--- config.mk ---
export PLATFORM = sky130hd
export DESIGN_NAME = fft_ctrl
export DESIGN_NICKNAME = d
export VERILOG_FILES = /design/src/fft_pkg.sv /design/src/fft_ctrl.sv
export SDC_FILE = /design/constraint.sdc
export NUM_CORES = 1
export LEC_CHECK = 0
export BUFFER_PORTS_ARGS = -buffer_cell sky130_fd_sc_hd__buf_2
export CORE_ASPECT_RATIO = 0.8
export CORE_MARGIN = 2
export CORE_UTILIZATION = 54
export CTS_CLUSTER_DIAMETER = 30
export DETAILED_ROUTE_END_ITERATION = 12
export HOLD_SLACK_MARGIN = 0.15
export PLACE_DENSITY_LB_ADDON = 0.3
export SKIP_CTS_REPAIR_TIMING = 1
export SYNTH_ARGS = -nofsm -noshare
export SYNTH_HDL_FRONTEND = slang
export SYNTH_SLANG_ARGS = --single-unit
--- constraint.sdc ---
create_clock -name clock -period 4.2 [get_ports clock]
set_clock_uncertainty 0.1 [all_clocks]
set_input_delay 0.84 -clock clock [delete_from_list [all_inputs] [get_ports clock]]
set_output_delay 0.84 -clock clock [all_outputs]
set_load 0.03 [all_outputs]
--- src/fft_pkg.sv ---
// Shared types, constants and twiddle table for the radix-2 FFT block.
`timescale 1ns / 1ps
package fft_pkg;

   // largest transform is 2^MAX_LOG2_POINTS points; twiddles are Q1.15
   localparam int MAX_LOG2_POINTS = 6;
   localparam int TWIDDLE_WIDTH   = 16;

   // controller states
   typedef enum logic [2:0] {
      ST_LOAD,
      ST_FILL,
      ST_RD_B,
      ST_RD_A,
      ST_WR_A,
      ST_WR_B,
      ST_OUT_RD,
      ST_OUT_SEND
   } state_type;

   // memory address source selection
   typedef enum logic [1:0] {
      ADDR_LOAD,
      ADDR_BFLY_A,
      ADDR_BFLY_B,
      ADDR_OUT
   } addr_sel_type;

   // controller to datapath command
   typedef struct packed {
      logic         load_we;
      logic         zero_we;
      addr_sel_type addr_sel;
      logic         b_capture;
      logic         a_capture;
      logic         wr_a;
      logic         wr_b;
      logic         out_fire;
      logic         out_last;
   } dp_cmd_type;

   // Q1.15 twiddle table, W[k] = cos(2 pi k/64) - j sin(2 pi k/64)
   function automatic logic signed [15:0] tw_re_fn(input logic [4:0] k);
      logic signed [15:0] c;
      case (k)
         5'd0:  c = 16'sd32767;  5'd1:  c = 16'sd32610;  5'd2:  c = 16'sd32138;
         5'd3:  c = 16'sd31357;  5'd4:  c = 16'sd30274;  5'd5:  c = 16'sd28899;
         5'd6:  c = 16'sd27246;  5'd7:  c = 16'sd25330;  5'd8:  c = 16'sd23170;
         5'd9:  c = 16'sd20788;  5'd10: c = 16'sd18205;  5'd11: c = 16'sd15447;
         5'd12: c = 16'sd12540;  5'd13: c = 16'sd9512;   5'd14: c = 16'sd6393;
         5'd15: c = 16'sd3212;   5'd16: c = 16'sd0;      5'd17: c = -16'sd3212;
         5'd18: c = -16'sd6393;  5'd19: c = -16'sd9512;  5'd20: c = -16'sd12540;
         5'd21: c = -16'sd15447; 5'd22: c = -16'sd18205; 5'd23: c = -16'sd20788;
         5'd24: c = -16'sd23170; 5'd25: c = -16'sd25330; 5'd26: c = -16'sd27246;
         5'd27: c = -16'sd28899; 5'd28: c = -16'sd30274; 5'd29: c = -16'sd31357;
         5'd30: c = -16'sd32138; default: c = -16'sd32610;
      endcase
      return c;
   endfunction

   function automatic logic signed [15:0] tw_im_fn(input logic [4:0] k);
      logic signed [15:0] s;
      case (k)
         5'd0:  s = 16'sd0;      5'd1:  s = -16'sd3212;  5'd2:  s = -16'sd6393;
         5'd3:  s = -16'sd9512;  5'd4:  s = -16'sd12540; 5'd5:  s = -16'sd15447;
         5'd6:  s = -16'sd18205; 5'd7:  s = -16'sd20788; 5'd8:  s = -16'sd23170;
         5'd9:  s = -16'sd25330; 5'd10: s = -16'sd27246; 5'd11: s = -16'sd28899;
         5'd12: s = -16'sd30274; 5'd13: s = -16'sd31357; 5'd14: s = -16'sd32138;
         5'd15: s = -16'sd32610; 5'd16: s = -16'sd32767; 5'd17: s = -16'sd32610;
         5'd18: s = -16'sd32138; 5'd19: s = -16'sd31357; 5'd20: s = -16'sd30274;
         5'd21: s = -16'sd28899; 5'd22: s = -16'sd27246; 5'd23: s = -16'sd25330;
         5'd24: s = -16'sd23170; 5'd25: s = -16'sd20788; 5'd26: s = -16'sd18205;
         5'd27: s = -16'sd15447; 5'd28: s = -16'sd12540; 5'd29: s = -16'sd9512;
         5'd30: s = -16'sd6393;  default: s = -16'sd3212;
      endcase
      return s;
   endfunction

endpackage

--- src/fft_ctrl.sv ---
// Sequencer for loading, butterfly stages and bit-reversed readout.
`timescale 1ns / 1ps
module fft_ctrl (
   input  logic                                 clock,
   input  logic                                 reset,
   input  logic                                 start,
   input  logic                                 frame_last,
   input  logic [2:0]                           log2_cfg,
   output logic                                 busy,
   output fft_pkg::dp_cmd_type                  cmd,
   output logic [fft_pkg::MAX_LOG2_POINTS-1:0]  load_addr,
   output logic [fft_pkg::MAX_LOG2_POINTS-1:0]  addr_a,
   output logic [fft_pkg::MAX_LOG2_POINTS-1:0]  addr_b,
   output logic [fft_pkg::MAX_LOG2_POINTS-1:0]  out_addr,
   output logic [fft_pkg::MAX_LOG2_POINTS-1:0]  out_index,
   output logic [fft_pkg::MAX_LOG2_POINTS-2:0]  tw_index
);

   localparam int MAX_LOG2_POINTS = fft_pkg::MAX_LOG2_POINTS;
   localparam int AW = MAX_LOG2_POINTS;
   localparam int LW = $clog2(MAX_LOG2_POINTS + 1);

   fft_pkg::state_type state_ff, state_in;
   logic [AW:0]   count_ff, count_in;       // samples loaded / fill pointer
   logic [LW-1:0] len_ff, len_in;           // transform log2 length
   logic [LW-1:0] stage_ff, stage_in;       // 1..L
   logic [AW-1:0] bfly_ff, bfly_in;         // butterfly counter within stage
   logic [AW-1:0] k_ff, k_in;               // output bin counter

   logic [LW-1:0] len_clamp;
   logic [AW:0]   n_pts;
   logic [AW-1:0] half_m1;
   logic [AW-1:0] m_idx, g_idx, a_addr, g_rev;
   logic [AW:0]   g_dbl;
   logic          accept, bfly_last;

   assign accept = start && (state_ff == fft_pkg::ST_LOAD);
   assign busy = (state_ff != fft_pkg::ST_LOAD);

   // clamp length register into 1..MAX
   always_comb begin
      if (log2_cfg == 3'd0) begin
         len_clamp = LW'(1);
      end else if (32'(log2_cfg) > MAX_LOG2_POINTS) begin
         len_clamp = LW'(MAX_LOG2_POINTS);
      end else begin
         len_clamp = LW'(log2_cfg);
      end
   end

   // active length: config during load, latched after
   logic [LW-1:0] len_use;
   assign len_use = (state_ff == fft_pkg::ST_LOAD) ? len_clamp : len_ff;
   assign n_pts = (AW + 1)'(1) << len_use;

   // butterfly address: half = N >> stage, bfly splits into group and m
   logic [AW-1:0] half;
   assign half = AW'(n_pts >> stage_ff);
   assign half_m1 = half - AW'(1);
   assign m_idx = bfly_ff & half_m1;
   assign g_idx = AW'(bfly_ff >> (len_ff - stage_ff));
   assign a_addr = AW'((g_idx << (len_ff - stage_ff + LW'(1))) | m_idx);
   assign addr_a = a_addr;
   assign addr_b = a_addr | half;
   assign bfly_last = (32'(bfly_ff) == ((32'(n_pts) >> 1) - 1));

   // twiddle index: bitrev over L bits of 2g, scaled up to full table
   assign g_dbl = {g_idx, 1'b0};
   always_comb begin
      g_rev = '0;
      for (int i = 0; i < AW; i++) begin
         if (LW'(i) < len_ff) begin
            g_rev[len_ff - LW'(1) - LW'(i)] = g_dbl[i];
         end
      end
   end
   assign tw_index = (AW - 1)'(g_rev << (LW'(AW) - len_ff));

   // bit-reversed readout address
   always_comb begin
      out_addr = '0;
      for (int i = 0; i < AW; i++) begin
         if (LW'(i) < len_ff) begin
            out_addr[len_ff - LW'(1) - LW'(i)] = k_ff[i];
         end
      end
   end
   assign out_index = k_ff;
   assign load_addr = count_ff[AW-1:0];

   // next state
   always_comb begin
      state_in = state_ff;
      count_in = count_ff;
      len_in = len_ff;
      stage_in = stage_ff;
      bfly_in = bfly_ff;
      k_in = k_ff;
      unique case (state_ff)
         fft_pkg::ST_LOAD: begin
            if (accept) begin
               if (count_ff < n_pts) begin
                  count_in = count_ff + (AW + 1)'(1);
               end
               if (frame_last) begin
                  len_in = len_clamp;
                  state_in = fft_pkg::ST_FILL;
               end
            end
         end
         fft_pkg::ST_FILL: begin
            if (count_ff >= n_pts) begin
               state_in = fft_pkg::ST_RD_B;
               count_in = '0;
               stage_in = LW'(1);
               bfly_in = '0;
            end else begin
               count_in = count_ff + (AW + 1)'(1);
            end
         end
         fft_pkg::ST_RD_B: state_in = fft_pkg::ST_RD_A;
         fft_pkg::ST_RD_A: state_in = fft_pkg::ST_WR_A;
         fft_pkg::ST_WR_A: state_in = fft_pkg::ST_WR_B;
         fft_pkg::ST_WR_B: begin
            if (bfly_last) begin
               bfly_in = '0;
               if (stage_ff == len_ff) begin
                  state_in = fft_pkg::ST_OUT_RD;
                  k_in = '0;
               end else begin
                  stage_in = stage_ff + LW'(1);
                  state_in = fft_pkg::ST_RD_B;
               end
            end else begin
               bfly_in = bfly_ff + AW'(1);
               state_in = fft_pkg::ST_RD_B;
            end
         end
         fft_pkg::ST_OUT_RD: state_in = fft_pkg::ST_OUT_SEND;
         fft_pkg::ST_OUT_SEND: begin
            if ((AW + 1)'(k_ff) == n_pts - (AW + 1)'(1)) begin
               state_in = fft_pkg::ST_LOAD;
            end else begin
               k_in = k_ff + AW'(1);
               state_in = fft_pkg::ST_OUT_RD;
            end
         end
         default: state_in = fft_pkg::ST_LOAD;
      endcase
   end

   // outputs
   always_comb begin
      cmd = '0;
      cmd.addr_sel = fft_pkg::ADDR_LOAD;
      unique case (state_ff)
         fft_pkg::ST_LOAD: cmd.load_we = accept && (count_ff < n_pts);
         fft_pkg::ST_FILL: cmd.zero_we = (count_ff < n_pts);
         fft_pkg::ST_RD_B: cmd.addr_sel = fft_pkg::ADDR_BFLY_B;
         fft_pkg::ST_RD_A: begin
            cmd.addr_sel = fft_pkg::ADDR_BFLY_A;
            cmd.b_capture = 1'b1;
         end
         fft_pkg::ST_WR_A: begin
            cmd.addr_sel = fft_pkg::ADDR_BFLY_A;
            cmd.a_capture = 1'b1;
            cmd.wr_a = 1'b1;
         end
         fft_pkg::ST_WR_B: begin
            cmd.addr_sel = fft_pkg::ADDR_BFLY_B;
            cmd.wr_b = 1'b1;
         end
         fft_pkg::ST_OUT_RD: cmd.addr_sel = fft_pkg::ADDR_OUT;
         fft_pkg::ST_OUT_SEND: begin
            cmd.addr_sel = fft_pkg::ADDR_OUT;
            cmd.out_fire = 1'b1;
            cmd.out_last = ((AW + 1)'(k_ff) == n_pts - (AW + 1)'(1));
         end
         default: cmd.addr_sel = fft_pkg::ADDR_LOAD;
      endcase
   end

   always_ff @(posedge clock) begin
      if (reset) begin
         state_ff <= fft_pkg::ST_LOAD;
         count_ff <= '0;
         len_ff <= LW'(MAX_LOG2_POINTS);
         stage_ff <= LW'(1);
         bfly_ff <= '0;
         k_ff <= '0;
      end else begin
         state_ff <= state_in;
         count_ff <= (state_in == fft_pkg::ST_LOAD && state_ff == fft_pkg::ST_OUT_SEND)
                     ? '0 : count_in;
         len_ff <= len_in;
         stage_ff <= stage_in;
         bfly_ff <= bfly_in;
         k_ff <= k_in;
      end
   end

endmodule

* Word level (Yosys, flattened, before mapping) *
Index checks and enable logic that the tools add are counted.

storage, ports and cells
  output and inout bits = 46
  flip-flop bits (word level) = 28
  word-level logic and storage cells = 159
  bits of input ports = 7

operators by class
  bitwise gates (word level) = 5
  reduce and logical (&&, ||, !) cells = 25
  magnitude comparators = 21
  add/sub/neg operators = 16
  eq/ne operators = 17
  shift-type cells = 5
  muxes and demuxes = 64

operators by type and width
  cell                                                                          number
  6-bit two-way mux                                                             16
  6-bit bitwise mux                                                             9
  3-bit two-way mux                                                             12
  6-bit by 32-bit equality test with 1-bit output                               1
  3-bit by 4-bit less-than comparator with 1-bit output, second input constant  6
  3-bit one-hot mux with 8 select lines                                         1
  6-bit one-hot mux with 2 select lines                                         2
  7-bit two-way mux                                                             3
  6-bit AND                                                                     3
  1-bit demux with 3-bit select                                                 6
  3-bit by 1-bit >= comparator with 1-bit output, second input constant         6
  7-bit one-hot mux with 2 select lines                                         1
  6-bit by 1-bit adder with 6-bit output, second input constant                 2
  3-bit equality test, second input constant                                    4
  2-bit inequality test, second input constant                                  6
  6-bit bitwise OR                                                              2
  1-bit two-way mux                                                             10
  1-bit logical AND                                                             9
  3-bit logical NOT                                                             3
  4-bit AND reduction                                                           2
  2-bit OR reduction                                                            4
  7-bit by 1-bit adder with 7-bit output, second input constant                 1
  6-bit by 7-bit equality test with 1-bit output                                1
  7-bit >= comparator                                                           1
  30 further kinds                                                              42

* Logic depth before layout (Yosys ltp) *
  word-level depth = 17
  mapped depth = 15
  depth with buffers taken out = 13

* Worst setup path before layout *
No wires, ideal clock.

  kind = reg-to-output
  start = register len_ff[0]
  end = output addr_b[1] (netlist name)
  cell stages (with the launch flop) = 13
  path buffers = 3
  setup slack = -0.485 ns
  arrival = 3.745 ns
  data required time = 3.260 ns
  path through = dfxtp_1 > buf_1 > inv_1 > clkbuf_1 > ha_1 > inv_1 > fa_1 > clkbuf_1 > o311a_1 > nand2_1 > o21ai_0 > o32ai_1 > nand2b_1

on the way
  cells in the longest elaborated chain, start to end = 7

RTL lines
  element                                      line             source
  start, declared                              fft_ctrl.sv:25   logic [LW-1:0] len_ff, len_in;
  start signal, assigned                       fft_ctrl.sv:187  len_ff <= LW'(MAX_LOG2_POINTS);
  start signal, assigned                       fft_ctrl.sv:195  len_ff <= len_in;
  3-bit two-way mux                            fft_ctrl.sv:53   assign len_use = (state_ff == fft_pkg::ST_LOAD) ? len_clamp : len_ff;
  1-bit by 3-bit << shifter with 7-bit output  fft_ctrl.sv:54   assign n_pts = (AW + 1)'(1) << len_use;
  7-bit by 3-bit >> shifter with 6-bit output  fft_ctrl.sv:58   assign half = AW'(n_pts >> stage_ff);
  6-bit by 1-bit subtractor with 6-bit output  fft_ctrl.sv:59   assign half_m1 = half - AW'(1);
  6-bit AND                                    fft_ctrl.sv:60   assign m_idx = bfly_ff & half_m1;
  6-bit bitwise OR (*)                         fft_ctrl.sv:62   assign a_addr = AW'((g_idx << (len_ff - stage_ff + LW'(1))) | m_idx);
  named net addr_a, one bit                    fft_ctrl.sv:12   output logic [fft_pkg::MAX_LOG2_POINTS-1:0] addr_a,
  6-bit bitwise OR (*)                         fft_ctrl.sv:64   assign addr_b = a_addr | half;
  end, declared                                fft_ctrl.sv:13   output logic [fft_pkg::MAX_LOG2_POINTS-1:0] addr_b,

The timed path passes the listed nets; every way through them passes the cells marked *.

* Worst setup path in the final report *
  start = register len_ff[0]
  end = output tw_index[4] (netlist name)

on the way
  cells in the longest elaborated chain, start to end = 17

RTL lines
  element                                                                                                                                               line            source
  3-bit by 1-bit subtractor with 3-bit output (2 in series)                                                                                             fft_ctrl.sv:73  g_rev[len_ff - LW'(1) - LW'(i)] = g_dbl[i];
  3-bit by 4-bit less-than comparator with 1-bit output (implied by the code) / 3-bit by 1-bit >= comparator with 1-bit output (equally long branches)  fft_ctrl.sv:73
  1-bit logical AND (implied by the code)                                                                                                               fft_ctrl.sv:73
  1-bit two-way mux (implied by the code)                                                                                                               fft_ctrl.sv:73
  1-bit demux with 3-bit select                                                                                                                         fft_ctrl.sv:73
  6-bit AND (no source line)                                                                                                                            --
  6-bit two-way mux                                                                                                                                     fft_ctrl.sv:72  if (LW'(i) < len_ff) begin
  6-bit bitwise mux                                                                                                                                     fft_ctrl.sv:73
  6-bit two-way mux                                                                                                                                     fft_ctrl.sv:72
  6-bit bitwise mux                                                                                                                                     fft_ctrl.sv:73
  6-bit two-way mux                                                                                                                                     fft_ctrl.sv:72
  6-bit bitwise mux                                                                                                                                     fft_ctrl.sv:73
  6-bit two-way mux                                                                                                                                     fft_ctrl.sv:72
  6-bit bitwise mux                                                                                                                                     fft_ctrl.sv:73
  6-bit two-way mux                                                                                                                                     fft_ctrl.sv:72
  6-bit by 3-bit << shifter with 5-bit output (*)                                                                                                       fft_ctrl.sv:77  assign tw_index = (AW - 1)'(g_rev << (LW'(AW) - len_ff));
  end, declared                                                                                                                                         fft_ctrl.sv:16  output logic [fft_pkg::MAX_LOG2_POINTS-2:0] tw_index

Every way passes the cells marked *; elsewhere a longest branch is shown, timed or not.

==> flow_metrics.env <==
export IMPL_run_status="finished, final reports clean"
export IMPL_worst_path_class_setup="reg -> out"
export IMPL_post_synthesis_to_final_layout_area_growth_pct=17.2
export IMPL_finalInstanceArea_um2=4770
export IMPL_postSynthNetCount=595
export IMPL_drt_first_pass_iters=5
export IMPL_timing_final_crit_period_ns=4.09
export IMPL_initial_core_util=0.553
export IMPL_critPathLaunchType="flip-flop"
export IMPL_post_synth_inst_count=565
export IMPL_power_leakage_nw=2.11
export IMPL_post_synth_cell_area_avg_um2=7.20
export IMPL_grt_setup_unrepaired="true"
export IMPL_drtAntennaViolNets=0
export IMPL_rr_endpoint="bfly_ff[5]"
export IMPL_post_synth_instance_area_um2=4070
export IMPL_cp_startpoint="len_ff[0]"
export IMPL_arrival_ns=3.15
export IMPL_cellPowerDensity_nw_per_um2=593
export IMPL_timing_reg2reg_setup_slack_ns=0.93
export IMPL_regToRegStartpoint="state_ff[1]"
export IMPL_die_height_um=81.7
export IMPL_worstPathMaxFanout=9
export IMPL_setup_worst_path_end="tw_index[4]"
export IMPL_hold_path_class="reg -> reg"
export IMPL_place_ws_ns=-0.00107
export IMPL_rows=28
export IMPL_dpl_cell_area_um2=4470
export IMPL_cts_htree_levels=1
export IMPL_cts_made_buffers=3
export IMPL_synth_ff_latch_count=28
export IMPL_totalWireLength_um=12200
export IMPL_slew_headroom=0.599
export IMPL_fin_nets=643
export IMPL_design_portCount=53
export IMPL_numPortBuffers=52
export IMPL_drive_above_1_share=0.253
export IMPL_most_repeated_cell_in_the_gate_level_netlist_after_synthesis="sky130_fd_sc_hd__nor2_1"
export IMPL_cts_clk_slew_worst_paths_ns=0.11
export IMPL_max_clock_path_buffers=2
export IMPL_worst_r2r_cell_count=13
export IMPL_grt_overflow=0
export IMPL_report_final_setup_viol=0
export IMPL_cpMostUsedCell="sky130_fd_sc_hd__nand2_1"
export IMPL_postSynth_asyncResetShare=0
export IMPL_max_freq_mhz=245
export IMPL_gp_congestion=0.973
export IMPL_worst_path_largest_cell_delay_ns=0.57
export IMPL_finalWorstSetupSlack_ns=0.114
export IMPL_synthesis_yosys_warnings=0
export IMPL_clock_sinks=28
export IMPL_fp_dieW_um=101
export IMPL_postSynth_topFlopCell="sky130_fd_sc_hd__dfxtp_1"
export IMPL_route_vias_total=4438
export IMPL_core_region_area_um2=7360
export IMPL_hold_depth=2
export IMPL_yosysSeqAreaShare=0.138
export IMPL_globalRouteTotalUtil=0.292
export IMPL_crit_path_cell_trace="inv_2 -> ha_1 -> inv_1 -> fa_2 -> buf_6 -> mux4_2 -> and2_1 -> o22ai_1 -> nand2_1 -> a21bo_2 -> nand2_1 -> o211ai_1 -> buf_4"
export IMPL_final_max_slew_violation_count=0
export IMPL_post_synth_main_area_contributors="sky130_fd_sc_hd__dfxtp_1, sky130_fd_sc_hd__ha_1, sky130_fd_sc_hd__nor2_1"
export IMPL_power_ir_vdd_worst_mv=0.582
export IMPL_count_of_flip_flops_with_a_built_in_enable_after_synthesis=0
export IMPL_fp_dieArea_um2=8250
export IMPL_layout_worst_path_cycle_share=0.973
export IMPL_cp_data_required_time_ns=3.26
export IMPL_synth_top_cell_area_share=0.138
export IMPL_grt_pass1_vias=3826
export IMPL_via_per_inst=6.32
export IMPL_final_hold_viol_count=0
export IMPL_max_slew_worst_pin_slew_ns=0.596
export IMPL_number_of_distinct_library_cells_after_synthesis=79
export IMPL_grt_antenna_before_repair=0
export IMPL_wl_per_cell_um=17.4
export IMPL_drtIter0Drc=381
export IMPL_insertedDiodeCount=0
export IMPL_largest_net_degree_at_the_start_of_global_routing=34
export IMPL_grt_pass1_wl_um=19400
export IMPL_setup_worst_path_end_class="output port"
export IMPL_clockRootBuffer="sky130_fd_sc_hd__clkbuf_8"
export IMPL_post_dp_hpwl_um=8950
export IMPL_ys_top_cells_by_count="sky130_fd_sc_hd__nor2_1, sky130_fd_sc_hd__nand2_1, sky130_fd_sc_hd__clkbuf_1, sky130_fd_sc_hd__dfxtp_1, sky130_fd_sc_hd__inv_1"
export IMPL_clock_tree_from_tritoncts="done"
export IMPL_crit_path_slowest_cell="sky130_fd_sc_hd__fa_2"
export IMPL_max_cap_violations=0
export IMPL_drc=0
export IMPL_synth_largest_area_cell="sky130_fd_sc_hd__dfxtp_1"
export IMPL_worstSkewPairLatency_ns=0.29
power breakdown:
part	internal, mW	total [mW]	switching (mW)
Combinational	0.877	2.23	1.36
Sequential	0.300	0.375	0.0749
Clock	0.128	0.221	0.0935
worst max-delay path, delay by kind of cell (launching register included):
kind                       cells  cell delay [ns]
adders and majority gates      2             0.71
and+or+nand+nor                3             0.36
buffers and inverters          4             0.44
DFF                            1             0.35
AOI/OAI and AO/OA              3             0.47
muxes                          1             0.53
registers in the layout, indices dropped and copies added, names as in the netlist:
| signal | flops |
|---|---|
| len_ff | 3 |
| bfly_ff | 6 |
| out_index | 6 |
| state_ff | 3 |
| count_ff | 7 |
| stage_ff | 3 |
per-layer routing:
layer  GRT usage  share of wire
met1       0.430           0.47
met4      0.0473          0.013
met3      0.0409          0.079
met2       0.459           0.44
met5           0              0
stage by stage:
step / util / TNS [ns] / cells / total power, mW / hold WS, ns
floorplan: - / -0.0517 / 565 / 1.90 / 0.385
global placement: 0.608 / 0 / 685 / 2.32 / 0.412
detailed placement: 0.608 / -0.00107 / 685 / 2.36 / 0.456
CTS: 0.618 / -0.271 / 689 / 2.59 / 0.478
global route: 0.648 / -0.0289 / 702 / 3.02 / 0.512
finish: 0.648 / 0 / 702 / 2.83 / 0.465
layout make-up:
cell class / count / area (µm²)
Tap cell: 90 / 113
Multi-Input combinational cell: 457 / 3310
Timing Repair Buffer: 94 / 594
Clock buffer: 3 / 41.3
Inverter: 29 / 109
Clock inverter: 1 / 30.0
Sequential cell: 28 / 568
Fill cell: 653 / 2590
layout by cell type (no fill, tap or decap), types with 4 or more instances in the layout:
cell / count
sky130_fd_sc_hd__a211oi_1: 5
sky130_fd_sc_hd__a21o_1: 12
sky130_fd_sc_hd__a21oi_1: 19
sky130_fd_sc_hd__a31oi_1: 12
sky130_fd_sc_hd__and2_1: 4
sky130_fd_sc_hd__and3_1: 12
sky130_fd_sc_hd__buf_2: 49
sky130_fd_sc_hd__buf_4: 41
sky130_fd_sc_hd__dfxtp_1: 24
sky130_fd_sc_hd__ha_1: 20
sky130_fd_sc_hd__inv_1: 27
sky130_fd_sc_hd__mux2_2: 7
sky130_fd_sc_hd__mux2i_1: 15
sky130_fd_sc_hd__nand2_1: 48
sky130_fd_sc_hd__nand2b_1: 13
sky130_fd_sc_hd__nand3_1: 22
sky130_fd_sc_hd__nand3b_1: 11
sky130_fd_sc_hd__nand4_1: 8
sky130_fd_sc_hd__nor2_1: 52
sky130_fd_sc_hd__nor2b_1: 4
sky130_fd_sc_hd__nor3_1: 12
sky130_fd_sc_hd__nor3b_1: 6
sky130_fd_sc_hd__nor4_1: 5
sky130_fd_sc_hd__o211ai_1: 10
sky130_fd_sc_hd__o21ai_0: 24
sky130_fd_sc_hd__o22ai_1: 6
sky130_fd_sc_hd__or3_1: 5
sky130_fd_sc_hd__xnor2_1: 14
sky130_fd_sc_hd__xor2_1: 20
logic make-up after synthesis:
family                   Yosys count  synth area share
AND/OR/NAND/NOR                  227             0.289
AO/OA/AOI/OAI                    143             0.250
buffers and inverters             80            0.0824
XOR/XNOR                          36            0.0845
multiplexers                      28            0.0839
flip-flops                        28             0.138
adder cells (fa/ha/maj)           23            0.0725
worst min path at each step:
stage	from	to	slack, ns
final	count_ff[6]	count_ff[6]	0.46
after global routing	count_ff[6]	count_ff[6]	0.51
after CTS	count_ff[1]	count_ff[1]	0.48
after detailed placement	count_ff[6]	count_ff[6]	0.46
after global placement	count_ff[6]	count_ff[6]	0.41
after floorplan	count_ff[6]	count_ff[6]	0.39
Power figures use the tool's default switching activity.
